==> config.mk <==
export PLATFORM = sky130hd
export DESIGN_NAME = trackball_motion_to_events
export DESIGN_NICKNAME = d
export VERILOG_FILES = /design/src/hw/rtl/tbme_pkg.sv /design/src/hw/rtl/tbme_accel.sv /design/src/hw/rtl/tbme_rem.sv /design/src/hw/rtl/trackball_motion_to_events.sv
export SDC_FILE = /design/constraint.sdc
export NUM_CORES = 2
export LEC_CHECK = 0
export BUFFER_PORTS_ARGS = -buffer_cell sky130_fd_sc_hd__buf_2
export CORE_UTILIZATION = 45
export DETAILED_ROUTE_END_ITERATION = 12
export HOLD_SLACK_MARGIN = 0.12
export PLACE_DENSITY = 0.64
export SLEW_MARGIN = 20
export SYNTH_ARGS = -nofsm -noshare
export SYNTH_HDL_FRONTEND = slang
export SYNTH_SLANG_ARGS = --single-unit
export TNS_END_PERCENT = 50
==> constraint.sdc <==
create_clock -name clk_i -period 11.5 [get_ports clk_i]
set_clock_uncertainty 0.2 [all_clocks]
set_input_delay 1.725 -clock clk_i [delete_from_list [all_inputs] [get_ports clk_i]]
set_output_delay 1.725 -clock clk_i [all_outputs]
set_load 0.02 [all_outputs]
==> src/hw/rtl/tbme_pkg.sv <==
// Shared types, constants and register map for the trackball motion-to-events block.
`default_nettype none

package tbme_pkg;

  // Field widths
  localparam int unsigned ByteW  = 8;
  localparam int unsigned StampW = 16;
  localparam int unsigned AccW   = 16;
  localparam int unsigned PrecW  = 16;
  localparam int unsigned DivW   = 15;
  localparam int unsigned ModeW  = 2;

  // Stream payload widths
  localparam int unsigned InDataW  = 56;
  localparam int unsigned OutDataW = 24;

  // Configuration port
  localparam int unsigned AddrW = 5;
  localparam int unsigned DataW = 32;

  // Register indices (byte address / 4)
  localparam logic [2:0] REG_MODE      = 3'd0;
  localparam logic [2:0] REG_PRECISION = 3'd1;
  localparam logic [2:0] REG_DIVIDER   = 3'd2;
  localparam logic [2:0] REG_SWAP      = 3'd3;
  localparam logic [2:0] REG_DEBOUNCE  = 3'd4;

  // Operating modes
  localparam logic [ModeW-1:0] MODE_MOUSE  = 2'd0;
  localparam logic [ModeW-1:0] MODE_CURSOR = 2'd1;
  localparam logic [ModeW-1:0] MODE_VOLUME = 2'd2;
  localparam logic [ModeW-1:0] MODE_LIGHT  = 2'd3;

  // Register reset values
  localparam logic [ModeW-1:0]  RST_MODE      = MODE_VOLUME;
  localparam logic [PrecW-1:0]  RST_PRECISION = 16'd256;
  localparam logic [DivW-1:0]   RST_DIVIDER   = 15'd20;
  localparam logic              RST_SWAP      = 1'b0;
  localparam logic [StampW-1:0] RST_DEBOUNCE  = 16'd5;

  // Step event codes
  localparam logic [1:0] EV_NONE = 2'd0;
  localparam logic [1:0] EV_POS  = 2'd1;
  localparam logic [1:0] EV_NEG  = 2'd2;

  // Payout limit per poll
  localparam logic signed [AccW-1:0] PAYOUT_MAX = 16'sd127;

  // Switch bit that carries the click
  localparam int unsigned ClickBit = 7;

  // Acceleration unit phases
  typedef enum logic [1:0] {
    ACC_IDLE,
    ACC_SQUARE,
    ACC_SCALE,
    ACC_DONE
  } acc_phase_e;

  // Top-level sequencer states
  typedef enum logic [2:0] {
    ST_IDLE,
    ST_X_ACC,
    ST_Y_ACC,
    ST_V_ACC,
    ST_H_ACC,
    ST_V_REM,
    ST_H_REM,
    ST_OUT
  } seq_state_e;

endpackage

`default_nettype wire

==> src/hw/rtl/tbme_accel.sv <==
// Shared multiplier unit: signed quadratic acceleration of one axis difference.
`default_nettype none

module tbme_accel (
  input  wire logic                             clk_i,
  input  wire logic                             rst_ni,
  input  wire logic                             start_i,
  input  wire logic [tbme_pkg::ByteW-1:0]       pos_i,
  input  wire logic [tbme_pkg::ByteW-1:0]       neg_i,
  input  wire logic                             mouse_i,
  input  wire logic [tbme_pkg::PrecW-1:0]       prec_i,
  output logic                                  done_o,
  output logic signed [tbme_pkg::AccW-1:0]      mag_o
);
  import tbme_pkg::*;

  acc_phase_e phase_q, phase_d;

  logic [ByteW-1:0] abs_q;
  logic             sign_q;
  logic             mouse_q;
  logic [34:0]      prod_q;

  logic signed [ByteW:0] diff;
  logic [ByteW-1:0]      abs_d;
  logic [18:0]           scaled;
  logic [18:0]           op_a;
  logic [15:0]           op_b;
  logic [34:0]           prod;
  logic [14:0]           mag15;

  assign diff  = $signed({1'b0, pos_i}) - $signed({1'b0, neg_i});
  assign abs_d = diff[ByteW] ? 8'(-diff) : diff[ByteW-1:0];

  // Scale the square by five in mouse mode: shift and add
  assign scaled = mouse_q ? ({1'b0, prod_q[15:0], 2'b00} + {3'b000, prod_q[15:0]})
                          : {3'b000, prod_q[15:0]};

  always_comb begin
    if (phase_q == ACC_SQUARE) begin
      op_a = {11'd0, abs_q};
      op_b = {8'd0, abs_q};
    end else begin
      op_a = scaled;
      op_b = prec_i;
    end
  end

  assign prod = {16'd0, op_a} * {19'd0, op_b};

  always_comb begin
    phase_d = phase_q;
    unique case (phase_q)
      ACC_IDLE:   if (start_i) phase_d = ACC_SQUARE;
      ACC_SQUARE: phase_d = ACC_SCALE;
      ACC_SCALE:  phase_d = ACC_DONE;
      ACC_DONE:   phase_d = ACC_IDLE;
      default:    phase_d = ACC_IDLE;
    endcase
  end

  always_ff @(posedge clk_i or negedge rst_ni) begin
    if (!rst_ni) begin
      phase_q <= ACC_IDLE;
    end else begin
      phase_q <= phase_d;
    end
  end

  always_ff @(posedge clk_i) begin
    if (phase_q == ACC_IDLE && start_i) begin
      abs_q   <= abs_d;
      sign_q  <= diff[ByteW];
      mouse_q <= mouse_i;
    end
    if (phase_q == ACC_SQUARE || phase_q == ACC_SCALE) begin
      prod_q <= prod;
    end
  end

  // Cap at 32767 after dropping the eight fraction bits
  assign mag15  = (|prod_q[34:23]) ? 15'h7FFF : prod_q[22:8];
  assign mag_o  = sign_q ? -$signed({1'b0, mag15}) : $signed({1'b0, mag15});
  assign done_o = (phase_q == ACC_DONE);

endmodule

`default_nettype wire

==> src/hw/rtl/tbme_rem.sv <==
// Bit-serial truncated remainder of a signed total by the step divider.
`default_nettype none

module tbme_rem (
  input  wire logic                              clk_i,
  input  wire logic                              rst_ni,
  input  wire logic                              start_i,
  input  wire logic signed [tbme_pkg::AccW-1:0]  dividend_i,
  input  wire logic [tbme_pkg::DivW-1:0]         divisor_i,
  output logic                                   done_o,
  output logic signed [tbme_pkg::AccW-1:0]       rem_o
);
  import tbme_pkg::*;

  logic            busy_q;
  logic            done_q;
  logic [3:0]      cnt_q;
  logic [AccW-1:0] num_q;
  logic [DivW-1:0] rem_q;
  logic [DivW-1:0] div_q;
  logic            neg_q;

  logic [AccW-1:0] trial;
  logic            fits;

  assign trial = {rem_q, num_q[AccW-1]};
  assign fits  = (trial >= {1'b0, div_q});

  always_ff @(posedge clk_i or negedge rst_ni) begin
    if (!rst_ni) begin
      busy_q <= 1'b0;
      done_q <= 1'b0;
      cnt_q  <= '0;
    end else begin
      done_q <= 1'b0;
      if (!busy_q && start_i) begin
        busy_q <= 1'b1;
        cnt_q  <= '0;
      end else if (busy_q) begin
        cnt_q <= cnt_q + 4'd1;
        if (cnt_q == 4'd15) begin
          busy_q <= 1'b0;
          done_q <= 1'b1;
        end
      end
    end
  end

  always_ff @(posedge clk_i) begin
    if (!busy_q && start_i) begin
      neg_q <= dividend_i[AccW-1];
      num_q <= dividend_i[AccW-1] ? 16'(-dividend_i) : dividend_i;
      rem_q <= '0;
      div_q <= divisor_i;
    end else if (busy_q) begin
      // Bring down one bit; subtract where it fits
      num_q <= {num_q[AccW-2:0], 1'b0};
      rem_q <= fits ? DivW'(trial - {1'b0, div_q}) : trial[DivW-1:0];
    end
  end

  // Remainder takes the sign of the dividend
  assign rem_o  = neg_q ? -$signed({1'b0, rem_q}) : $signed({1'b0, rem_q});
  assign done_o = done_q;

endmodule

`default_nettype wire

==> src/hw/rtl/trackball_motion_to_events.sv <==
// Top level: trackball poll to mouse report and step events, with sequencer and registers.
`default_nettype none

// Trackball motion to events.
// Input stream (s_axis): one transfer is one sensor poll. tdata carries the four
// motion count bytes, the switch byte and the millisecond stamp; tuser carries
// the read-ok flag. Output stream (m_axis): exactly one result transfer per poll,
// with the mouse report fields (report flag, button, x and y deltas) and the
// step-mode events (vertical, horizontal, click press and release).
// Timing: a poll is accepted when s_axis_tready is high, which is only while the
// sequencer is idle. One shared multiplier runs two passes per axis (square, then
// scale by precision), for x and y and, in cursor, volume and light modes, also for
// vertical and horizontal; those step modes then add a one-bit-per-cycle remainder
// unit per step axis, skipped with a zero divider. The result is then registered
// and the sequencer goes back to idle for the next poll.
// The output register holds one finished result; if the receiver stalls, the next
// poll is still accepted and worked through, then holds in the final state until
// the output register frees up.
// Reset (rst_ni low, asynchronous): all residues, totals, debounce and click state
// clear, the registers take their defaults (volume mode, unity precision, divider
// 20, no swap, 5 ms debounce) and the output stream drops tvalid. The user must write
// configuration through the APB port only while no poll is in flight; it is not enforced.
module trackball_motion_to_events (
  input  wire logic                              clk_i,
  input  wire logic                              rst_ni,
  // Poll stream
  input  wire logic                              s_axis_tvalid,
  output logic                                   s_axis_tready,
  // [7:0] motion_byte_0, [15:8] motion_byte_1, [23:16] motion_byte_2,
  // [31:24] motion_byte_3, [39:32] switch_byte, [55:40] now_ms
  input  wire logic [tbme_pkg::InDataW-1:0]      s_axis_tdata,
  // [0] read_ok
  input  wire logic                              s_axis_tuser,
  // Result stream
  output logic                                   m_axis_tvalid,
  input  wire logic                              m_axis_tready,
  // [0] report_send, [1] button_one, [9:2] delta_x, [17:10] delta_y,
  // [19:18] vertical_event, [21:20] horizontal_event, [22] click_press,
  // [23] click_release
  output logic [tbme_pkg::OutDataW-1:0]          m_axis_tdata,
  // Configuration
  input  wire logic                              psel,
  input  wire logic                              penable,
  input  wire logic                              pwrite,
  input  wire logic [tbme_pkg::AddrW-1:0]        paddr,
  input  wire logic [tbme_pkg::DataW-1:0]        pwdata,
  output logic [tbme_pkg::DataW-1:0]             prdata,
  output logic                                   pready
);
  import tbme_pkg::*;

  // ---------------------------------------------------------------- helpers
  function automatic logic [AccW-1:0] sat_add(input logic [AccW-1:0] a,
                                              input logic [AccW-1:0] b);
    logic [AccW:0] s;
    s = {a[AccW-1], a} + {b[AccW-1], b};
    if (s[AccW] != s[AccW-1]) begin
      return s[AccW] ? 16'h8000 : 16'h7FFF;
    end
    return s[AccW-1:0];
  endfunction

  function automatic logic [ByteW-1:0] pay_val(input logic signed [AccW-1:0] r);
    if (r > PAYOUT_MAX) begin
      return PAYOUT_MAX[ByteW-1:0];
    end else if (r < -PAYOUT_MAX) begin
      return 8'(-PAYOUT_MAX);
    end
    return r[ByteW-1:0];
  endfunction

  function automatic logic [AccW-1:0] pay_rest(input logic signed [AccW-1:0] r);
    if (r > PAYOUT_MAX) begin
      return 16'(r - PAYOUT_MAX);
    end else if (r < -PAYOUT_MAX) begin
      return 16'(r + PAYOUT_MAX);
    end
    return '0;
  endfunction

  // ---------------------------------------------------------------- registers
  logic [ModeW-1:0]  mode_q;
  logic [PrecW-1:0]  prec_q;
  logic [DivW-1:0]   div_q;
  logic              swap_q;
  logic [StampW-1:0] deb_q;

  logic cfg_wr;
  assign pready = 1'b1;
  assign cfg_wr = psel && penable && pwrite && pready;

  always_ff @(posedge clk_i or negedge rst_ni) begin
    if (!rst_ni) begin
      mode_q <= RST_MODE;
      prec_q <= RST_PRECISION;
      div_q  <= RST_DIVIDER;
      swap_q <= RST_SWAP;
      deb_q  <= RST_DEBOUNCE;
    end else if (cfg_wr) begin
      unique case (paddr[AddrW-1:2])
        REG_MODE:      mode_q <= pwdata[ModeW-1:0];
        REG_PRECISION: prec_q <= pwdata[PrecW-1:0];
        REG_DIVIDER:   div_q  <= pwdata[DivW-1:0];
        REG_SWAP:      swap_q <= pwdata[0];
        REG_DEBOUNCE:  deb_q  <= pwdata[StampW-1:0];
        default: ;
      endcase
    end
  end

  always_comb begin
    prdata = '0;
    unique case (paddr[AddrW-1:2])
      REG_MODE:      prdata = {30'd0, mode_q};
      REG_PRECISION: prdata = {16'd0, prec_q};
      REG_DIVIDER:   prdata = {17'd0, div_q};
      REG_SWAP:      prdata = {31'd0, swap_q};
      REG_DEBOUNCE:  prdata = {16'd0, deb_q};
      default:       prdata = '0;
    endcase
  end

  // ---------------------------------------------------------------- poll latch
  logic              ok_q;
  logic [ByteW-1:0]  b0_q, b1_q, b2_q, b3_q, sw_q;
  logic [StampW-1:0] now_q;

  // ---------------------------------------------------------------- state
  logic [AccW-1:0]   x_res_q, y_res_q, v_tot_q, h_tot_q;
  logic              deb_act_q;
  logic [StampW-1:0] deb_stamp_q;
  logic              click_held_q;
  logic [1:0]        ev_v_q, ev_h_q;

  // ---------------------------------------------------------------- sequencer
  seq_state_e state_q, state_d;
  logic       launched_q, launched_d;
  logic       accept, acc_start, rem_start, load_out;
  logic       acc_done, rem_done;
  logic       out_valid_q;

  logic                    acc_mouse;
  logic [ByteW-1:0]        acc_pos, acc_neg;
  logic signed [AccW-1:0]  acc_mag;
  logic signed [AccW-1:0]  rem_val;
  logic [AccW-1:0]         rem_dividend;

  assign s_axis_tready = (state_q == ST_IDLE);
  assign accept        = s_axis_tvalid && s_axis_tready;

  always_comb begin
    state_d   = state_q;
    acc_start = 1'b0;
    rem_start = 1'b0;
    load_out  = 1'b0;
    unique case (state_q)
      ST_IDLE: begin
        if (s_axis_tvalid) state_d = ST_X_ACC;
      end
      ST_X_ACC: begin
        acc_start = !launched_q;
        if (acc_done) state_d = ST_Y_ACC;
      end
      ST_Y_ACC: begin
        acc_start = !launched_q;
        if (acc_done) state_d = (mode_q == MODE_MOUSE) ? ST_OUT : ST_V_ACC;
      end
      ST_V_ACC: begin
        acc_start = !launched_q;
        if (acc_done) state_d = ST_H_ACC;
      end
      ST_H_ACC: begin
        acc_start = !launched_q;
        if (acc_done) state_d = ST_V_REM;
      end
      ST_V_REM: begin
        if (div_q == '0) begin
          state_d = ST_H_REM;
        end else begin
          rem_start = !launched_q;
          if (rem_done) state_d = ST_H_REM;
        end
      end
      ST_H_REM: begin
        if (div_q == '0) begin
          state_d = ST_OUT;
        end else begin
          rem_start = !launched_q;
          if (rem_done) state_d = ST_OUT;
        end
      end
      ST_OUT: begin
        // Hold until the output register is free
        if (!out_valid_q || m_axis_tready) begin
          load_out = 1'b1;
          state_d  = ST_IDLE;
        end
      end
      default: state_d = ST_IDLE;
    endcase
  end

  always_comb begin
    launched_d = launched_q;
    if (acc_done || rem_done) begin
      launched_d = 1'b0;
    end else if (acc_start || rem_start) begin
      launched_d = 1'b1;
    end
  end

  always_ff @(posedge clk_i or negedge rst_ni) begin
    if (!rst_ni) begin
      state_q    <= ST_IDLE;
      launched_q <= 1'b0;
    end else begin
      state_q    <= state_d;
      launched_q <= launched_d;
    end
  end

  // ---------------------------------------------------------------- shared units
  always_comb begin
    acc_pos   = b2_q;
    acc_neg   = b3_q;
    acc_mouse = 1'b1;
    priority case (state_q)
      ST_Y_ACC: begin
        acc_pos = b1_q;
        acc_neg = b0_q;
      end
      ST_V_ACC: begin
        acc_pos   = b0_q;
        acc_neg   = b1_q;
        acc_mouse = 1'b0;
      end
      ST_H_ACC: acc_mouse = 1'b0;
      default: ;
    endcase
  end

  tbme_accel u_accel (
    .clk_i   (clk_i),
    .rst_ni  (rst_ni),
    .start_i (acc_start),
    .pos_i   (acc_pos),
    .neg_i   (acc_neg),
    .mouse_i (acc_mouse),
    .prec_i  (prec_q),
    .done_o  (acc_done),
    .mag_o   (acc_mag)
  );

  assign rem_dividend = (state_q == ST_V_REM) ? v_tot_q : h_tot_q;

  tbme_rem u_rem (
    .clk_i      (clk_i),
    .rst_ni     (rst_ni),
    .start_i    (rem_start),
    .dividend_i (rem_dividend),
    .divisor_i  (div_q),
    .done_o     (rem_done),
    .rem_o      (rem_val)
  );

  // ---------------------------------------------------------------- datapath
  logic                   acc_en;
  logic                   sw_hit;
  logic [StampW-1:0]      stamp_new;
  logic [StampW-1:0]      elapsed;
  logic signed [AccW-1:0] div_pos, div_neg;
  logic [1:0]             step_ev;
  logic                   pressed;
  logic [ByteW-1:0]       dx, dy;

  // Residues build up only on a good read with switches idle and no debounce
  assign acc_en    = ok_q && (sw_q == '0) && !deb_act_q;
  assign sw_hit    = (sw_q != '0);
  assign stamp_new = sw_hit ? now_q : deb_stamp_q;
  assign elapsed   = now_q - stamp_new;

  assign div_pos = $signed({1'b0, div_q});
  assign div_neg = -div_pos;

  // Step event from the total before its remainder is taken
  always_comb begin
    step_ev = EV_NONE;
    if ($signed(rem_dividend) >= div_pos) begin
      step_ev = EV_POS;
    end else if ($signed(rem_dividend) <= div_neg) begin
      step_ev = EV_NEG;
    end
  end

  assign pressed = sw_q[ClickBit];
  assign dx      = swap_q ? pay_val(y_res_q) : pay_val(x_res_q);
  assign dy      = swap_q ? pay_val(x_res_q) : pay_val(y_res_q);

  always_ff @(posedge clk_i) begin
    if (accept) begin
      // Failed reads act as all-zero bytes
      ok_q  <= s_axis_tuser;
      b0_q  <= s_axis_tuser ? s_axis_tdata[7:0]   : '0;
      b1_q  <= s_axis_tuser ? s_axis_tdata[15:8]  : '0;
      b2_q  <= s_axis_tuser ? s_axis_tdata[23:16] : '0;
      b3_q  <= s_axis_tuser ? s_axis_tdata[31:24] : '0;
      sw_q  <= s_axis_tuser ? s_axis_tdata[39:32] : '0;
      now_q <= s_axis_tdata[55:40];
    end
  end

  always_ff @(posedge clk_i or negedge rst_ni) begin
    if (!rst_ni) begin
      x_res_q      <= '0;
      y_res_q      <= '0;
      v_tot_q      <= '0;
      h_tot_q      <= '0;
      deb_act_q    <= 1'b0;
      deb_stamp_q  <= '0;
      click_held_q <= 1'b0;
      ev_v_q       <= EV_NONE;
      ev_h_q       <= EV_NONE;
      out_valid_q  <= 1'b0;
      m_axis_tdata <= '0;
    end else begin
      if (acc_done) begin
        unique case (state_q)
          ST_X_ACC: if (acc_en) x_res_q <= sat_add(x_res_q, acc_mag);
          ST_Y_ACC: begin
            if (acc_en) y_res_q <= sat_add(y_res_q, acc_mag);
            // Switch activity restarts the window; expire it once past the limit
            deb_stamp_q <= stamp_new;
            deb_act_q   <= (sw_hit || deb_act_q) && !(elapsed > deb_q);
          end
          ST_V_ACC: v_tot_q <= sat_add(v_tot_q, acc_mag);
          ST_H_ACC: h_tot_q <= sat_add(h_tot_q, acc_mag);
          default: ;
        endcase
      end

      if (state_q == ST_V_REM && div_q == '0) ev_v_q <= EV_NONE;
      if (state_q == ST_H_REM && div_q == '0) ev_h_q <= EV_NONE;
      if (rem_start) begin
        if (state_q == ST_V_REM) ev_v_q <= step_ev;
        else                     ev_h_q <= step_ev;
      end
      if (rem_done) begin
        if (state_q == ST_V_REM) v_tot_q <= rem_val;
        else                     h_tot_q <= rem_val;
      end

      if (load_out) begin
        out_valid_q <= 1'b1;
        if (mode_q == MODE_MOUSE) begin
          x_res_q      <= pay_rest(x_res_q);
          y_res_q      <= pay_rest(y_res_q);
          m_axis_tdata <= {1'b0, 1'b0, EV_NONE, EV_NONE, dy, dx, pressed,
                           (pressed || dx != '0 || dy != '0)};
        end else begin
          click_held_q <= pressed;
          m_axis_tdata <= {(!pressed && click_held_q && mode_q != MODE_LIGHT),
                           (pressed && !click_held_q),
                           (mode_q == MODE_VOLUME) ? EV_NONE : ev_h_q,
                           ev_v_q, 8'd0, 8'd0, 1'b0, 1'b0};
        end
      end else if (m_axis_tready) begin
        out_valid_q <= 1'b0;
      end
    end
  end

  assign m_axis_tvalid = out_valid_q;

endmodule

`default_nettype wire
* Word level (Yosys, flattened, before mapping) *
Cells that the tools add are included.

cells by class
  multiply operators = 1
  $lt $le $gt $ge = 8
  equality and inequality tests = 30
  bitwise gates (word level) = 1
  muxes and demuxes = 124
  reductions and logical operators = 51
  add/subtract/negate cells = 18

operator list
  kind                                                 number
  2-to-1 mux 16 bit                                    44
  case mux 16 bit (5 select lines)                     1
  2-to-1 mux 8 bit                                     9
  adder 16 x 16 -> 17 bit                              4
  negation 15 -> 16 bit                                3
  2-to-1 mux 1 bit                                     38
  2-to-1 mux 19 bit                                    2
  multiplier 19 x 16 -> 35 bit                         1
  2-to-1 mux 3 bit                                     11
  adder 16 x 8 -> 16 bit, second input constant        2
  > comparator 16 x 8 -> 1 bit, second input constant  2
  < comparator 16 x 8 -> 1 bit, second input constant  2
  case mux 8 bit (2 select lines)                      2
  subtractor 16 x 8 -> 16 bit, second input constant   2
  2-to-1 mux 15 bit                                    2
  2-to-1 mux 24 bit                                    1
  case mux 3 bit (8 select lines)                      1
  nonzero test 8 bit                                   3
  2-to-1 mux 2 bit                                     10
  adder 18 x 16 -> 19 bit                              1
  >= comparator 16 x 15 -> 1 bit                       1
  >= comparator 16 bit                                 1
  > comparator 16 bit                                  1
  less-or-equal comparator 16 bit                      1
  other kinds (32)                                     88

storage, ports and cells
  output and inout port bits = 59
  bits in registers = 322
  word-level logic and storage cells = 270
  bits of input ports = 101

* Longest topological paths before layout *
  word-level depth = 16
  mapped depth = 35

* By module *
A second synthesis with hierarchy kept.

second synthesis, totals
  cells, all modules = 3935
  area, all modules = 34207.8 µm²

modules (own cells, without submodules)
  module                      cells an instance  area an instance (µm²)  times used  seq. area each (µm²)
  trackball_motion_to_events  1858               16224.3                 1           5848.1
  tbme_accel                  1682               14351.3                 1           1401.3
  tbme_rem                    395                3632.2                  1           1411.4

* Least setup slack after synthesis *
No wires, ideal clock.

  path type = reg2reg
  start = register u_accel.prod_q[0]
  end = register u_accel.prod_q[33], data pin
  arrival = 8285 ps
  period minus slack after synthesis = 8750 ps
  required time = 11035 ps
  library setup time = 265 ps
  cell stages (with the launch flop) = 34
  path slack = 2750 ps
  path through = edfxtp_1 > ha_1 > inv_1 > fa_1 > nor2b_1 > o21ai_0 > a21oi_1 > o21ai_0 > a21oi_1 > o21ai_0 > a21boi_1 > clkbuf_1 > clkbuf_1 > nand3_1 > and3_1 > fa_1 > fa_1 > fa_1 > inv_1 > fa_1 > fa_1 > inv_1 > fa_1 > inv_1 > ha_1 > a21o_1 > a21o_1 > a211o_1 > o2bb2ai_1 > o41ai_1 > nand2b_1 > a41oi_1 > o21ai_0 > xor2_1

between the ends
  longest elaborated chain between the ends = 4

ends and longest elaborated chain
  element                         RTL line          source
  from (decl)                     tbme_accel.sv:22  logic [34:0] prod_q;
  from (signal assigned)          tbme_accel.sv:77  prod_q <= prod;
  adder 18 x 16 -> 19 bit         tbme_accel.sv:36  assign scaled = mouse_q ? ({1'b0, prod_q[15:0], 2'b00} + {3'b000, prod_q[15:0]})
  2-to-1 mux 19 bit *             tbme_accel.sv:36
  2-to-1 mux 19 bit *             tbme_accel.sv:40  if (phase_q == ACC_SQUARE) begin
  multiplier 19 x 16 -> 35 bit *  tbme_accel.sv:49  assign prod = {16'd0, op_a} * {19'd0, op_b};
  net u_accel.prod[33]            tbme_accel.sv:29  logic [34:0] prod;

Mark *: on every way through the listed nets, which the timed path passes. The rest lies on a longest branch.
A chain may end at the register's enable or synchronous reset.

* Worst setup path in the final report *
  start = register u_accel.prod_q[1]
  end = register u_accel.prod_q[33], data pin

Same word-level chain as after synthesis.

==> flow_summary.ini <==
[worst_setup_path]
critPathSlowestCell = a21boi_2
cpMostUsedCell = fa_1
rr_startpoint = u_accel.prod_q[1]
path_class = reg2reg
startpoint_type = flop
crit_required_ns = 11.60
max_stage_delay_ns = 0.86
crit_path_end_kind = flop
r2r_setup_slack_ns = 1.58
cp.arrival_ns = 10.02
r2r_end = u_accel.prod_q[33]
crit_start = u_accel.prod_q[1]
worstRegToRegCells = 32
cp_max_fo = 17

[synthesis]
synth_warnings = 0
yosysSeqAreaShare = 0.2625
synth.cell_area_um2 = 32990
synthArstFlopShare = 0.5373
synth_seq_cells = 322
synth_edf_count = 134
synth_cell_type_count = 89
synthFlopType = dfrtp_1
synth.avg_cell_area_um2 = 8.944
syn_inst = 3689

[global_routing]
use_met1 = 0.3455
antenna_found_initial = 1
overflow = 0
grt_pass1_vias = 26150
grtUsageMet3 = 0.04385
use_met2 = 0.4090
track_usage = 0.2529
grt_busiest_layer = met2
grt_pass1_wl_mm = 147.4
grt_start_max_net_pins = 73

[clock_network]
cts_tree = yes
cts_sinks = 322
clk_path_buf_depth = 3
hold_buffers = 0
htreeDepth = 2
clkSlewWorstSetupHoldPaths_ns = 0.06
root_buffer = clkbuf_16
cts_resized = 0
numCtsBuffers = 40
postCtsSetupBuffers = 0
clock_latency_ns = 0.58

[cells_and_area]
mostFrequentLayoutCells = nand2_1 (418), inv_1 (377), ha_1 (282)
synthToLayoutAreaGrowth_pct = 9.314
nFillCells = 6753
regArea_um2 = 8662
antenna_cells = 0
drive_above_1_share = 0.09338
final_common_cell = nand2_1
multi_input_area_um2 = 22360
layoutNonFillerInstCount = 4741
layout.nets = 4388

[sta]
period_needed_ns = 9.923
setup_viol = 0
rsz0062_at_grt = no
maxSlewViolCount = 0
relSlewSlack = 0.2229
hold_violations = 0
fmax_ghz = 0.1008
tns_ns = 0
period_share = 0.8629
worst_pin_slew_ns = 1.133
worst_slack_ns = 1.577
holdWs_ns = 0.2756

[drt]
drt_wl_total_mm = 93.70
routed_via_density = 5.696
dr.pass1.iters = 6
drc = 0
routed-via-count = 27000
first_iter_violations = 2095
wl_per_cell_um = 19.76
ant_nets = 0

[placement]
place.gp.congestion = 0.9903
dp_cells = 4667
place_hpwl_mm = 73.58
port_buffers = 124
dp_slack_ns = 1.694

[floorplanning]
coreArea_um2 = 71980
die_height_um = 272.8
num_rows = 98
ioPinCount = 160
start_util = 0.4584
die_area_um2 = 74400
die_w_um = 272.8

[hold_path]
min_to = m_axis_tdata[17]
hold_depth = 2
min_path_type = reg2reg
hold_start = m_axis_tdata[17]

[flow_run]
maxCapViolCount = 0

[run_status]
status = finished, final reports clean
cell families after synthesis:
kind of cell	synth area share
and+or+nand+nor	0.1759
AOI/OAI and AO/OA	0.1532
xor gates and xnor gates	0.04407
DFF	0.2625
adders and majority gates	0.2567
buffers and inverters	0.06337
other	0.0002276
muxes	0.04399
how the worst max path moves through the flow:
stage / to / slack (ns) / depth (start not counted)
6_report: u_accel.prod_q[33] / 1.58 / 32
5_1_grt: u_accel.prod_q[33] / 1.11 / 32
4_1_cts: u_accel.prod_q[33] / 1.65 / 32
3_5_place_dp: u_accel.prod_q[33] / 1.69 / 31
3_3_place_gp: u_accel.prod_q[33] / 1.73 / 32
2_1_floorplan: u_accel.prod_q[33] / 2.75 / 33
routing by layer:
| metal | wire length, µm | up-vias |
|---|---|---|
| li1 | - | 12920 |
| met1 | 41430 | 12990 |
| met2 | 42540 | 920 |
| met3 | 6879 | 165 |
| met4 | 2843 | 2 |
| met5 | 13 | - |
critical path, delay by kind of cell (launching register included):
kind	cells	cell delay, ns
buf+inv	6	0.91
fa+ha+maj	8	3.84
xor+xnor	1	0.17
compound gates	10	2.81
flops	1	0.56
simple gates	7	1.14
cells in the mapped netlist (15+ instances only):
cell      count  share of area
nand2_1     418          0.048
nand2b_1     47         0.0089
and3_1       29         0.0055
buf_4        21         0.0048
xnor2_1     112          0.030
xor2_1       54          0.014
nor4_1       17         0.0032
a22o_1       17         0.0045
o21a_1       24         0.0055
or2_2        17         0.0032
a21o_1       63          0.014
nand3_1      86          0.013
nor2_1      274          0.031
dfxtp_1      15         0.0091
o211ai_1     32         0.0073
mux2i_1      82          0.025
dfrtp_1     167           0.13
clkbuf_1    119          0.014
edfxtp_1    134           0.12
or3_1        33         0.0063
a211oi_1     23         0.0052
o31ai_1      29         0.0066
nor3_1       70          0.011
ha_1        284           0.11
and2_1       90          0.017
a21oi_1     169          0.026
o21bai_1     18         0.0041
fa_1        244           0.15
nor2b_1      42         0.0080
a22oi_1      21         0.0048
o21ai_0     216          0.033
o22ai_1      22         0.0042
mux2_2       54          0.018
nand4_1      27         0.0051
inv_1       377          0.043
a31oi_1      38         0.0072
per-stage QoR:
step | cell area (µm²) | util
after floorplan | 33050 | -
after global placement | 34560 | 0.4802
after detailed placement | 34560 | 0.4802
after CTS | 36050 | 0.5008
after global routing | 36070 | 0.5011
final | 36070 | 0.5011
state kept, by name, indices dropped and copies added, names as in the netlist, 3 cells and up:
register        flops
v_tot_q            16
b1_q                8
y_res_q            16
div_q              15
x_res_q            16
b3_q                8
u_accel.prod_q     35
b0_q                8
u_rem.cnt_q         4
state_q             3
u_accel.abs_q       8
deb_stamp_q        16
b2_q                8
h_tot_q            16
u_rem.num_q        16
now_q              16
m_axis_tdata       24
u_rem.rem_q        15
prec_q             16
sw_q                8
deb_q              16
u_rem.div_q        15
area by class of cell:
class	count	share of cell area
Clock buffer	47	0.03112
Clock inverter	27	0.009957
Inverter	378	0.03934
Multi-Input combinational cell	2849	0.6198
Sequential cell	322	0.2402
Tap cell	950	0.03296
Timing Repair Buffer	168	0.02661
Power is left out: the tool's default activity adds up to more than one toggle a clock period on the data nets, which glitch-free logic cannot reach.
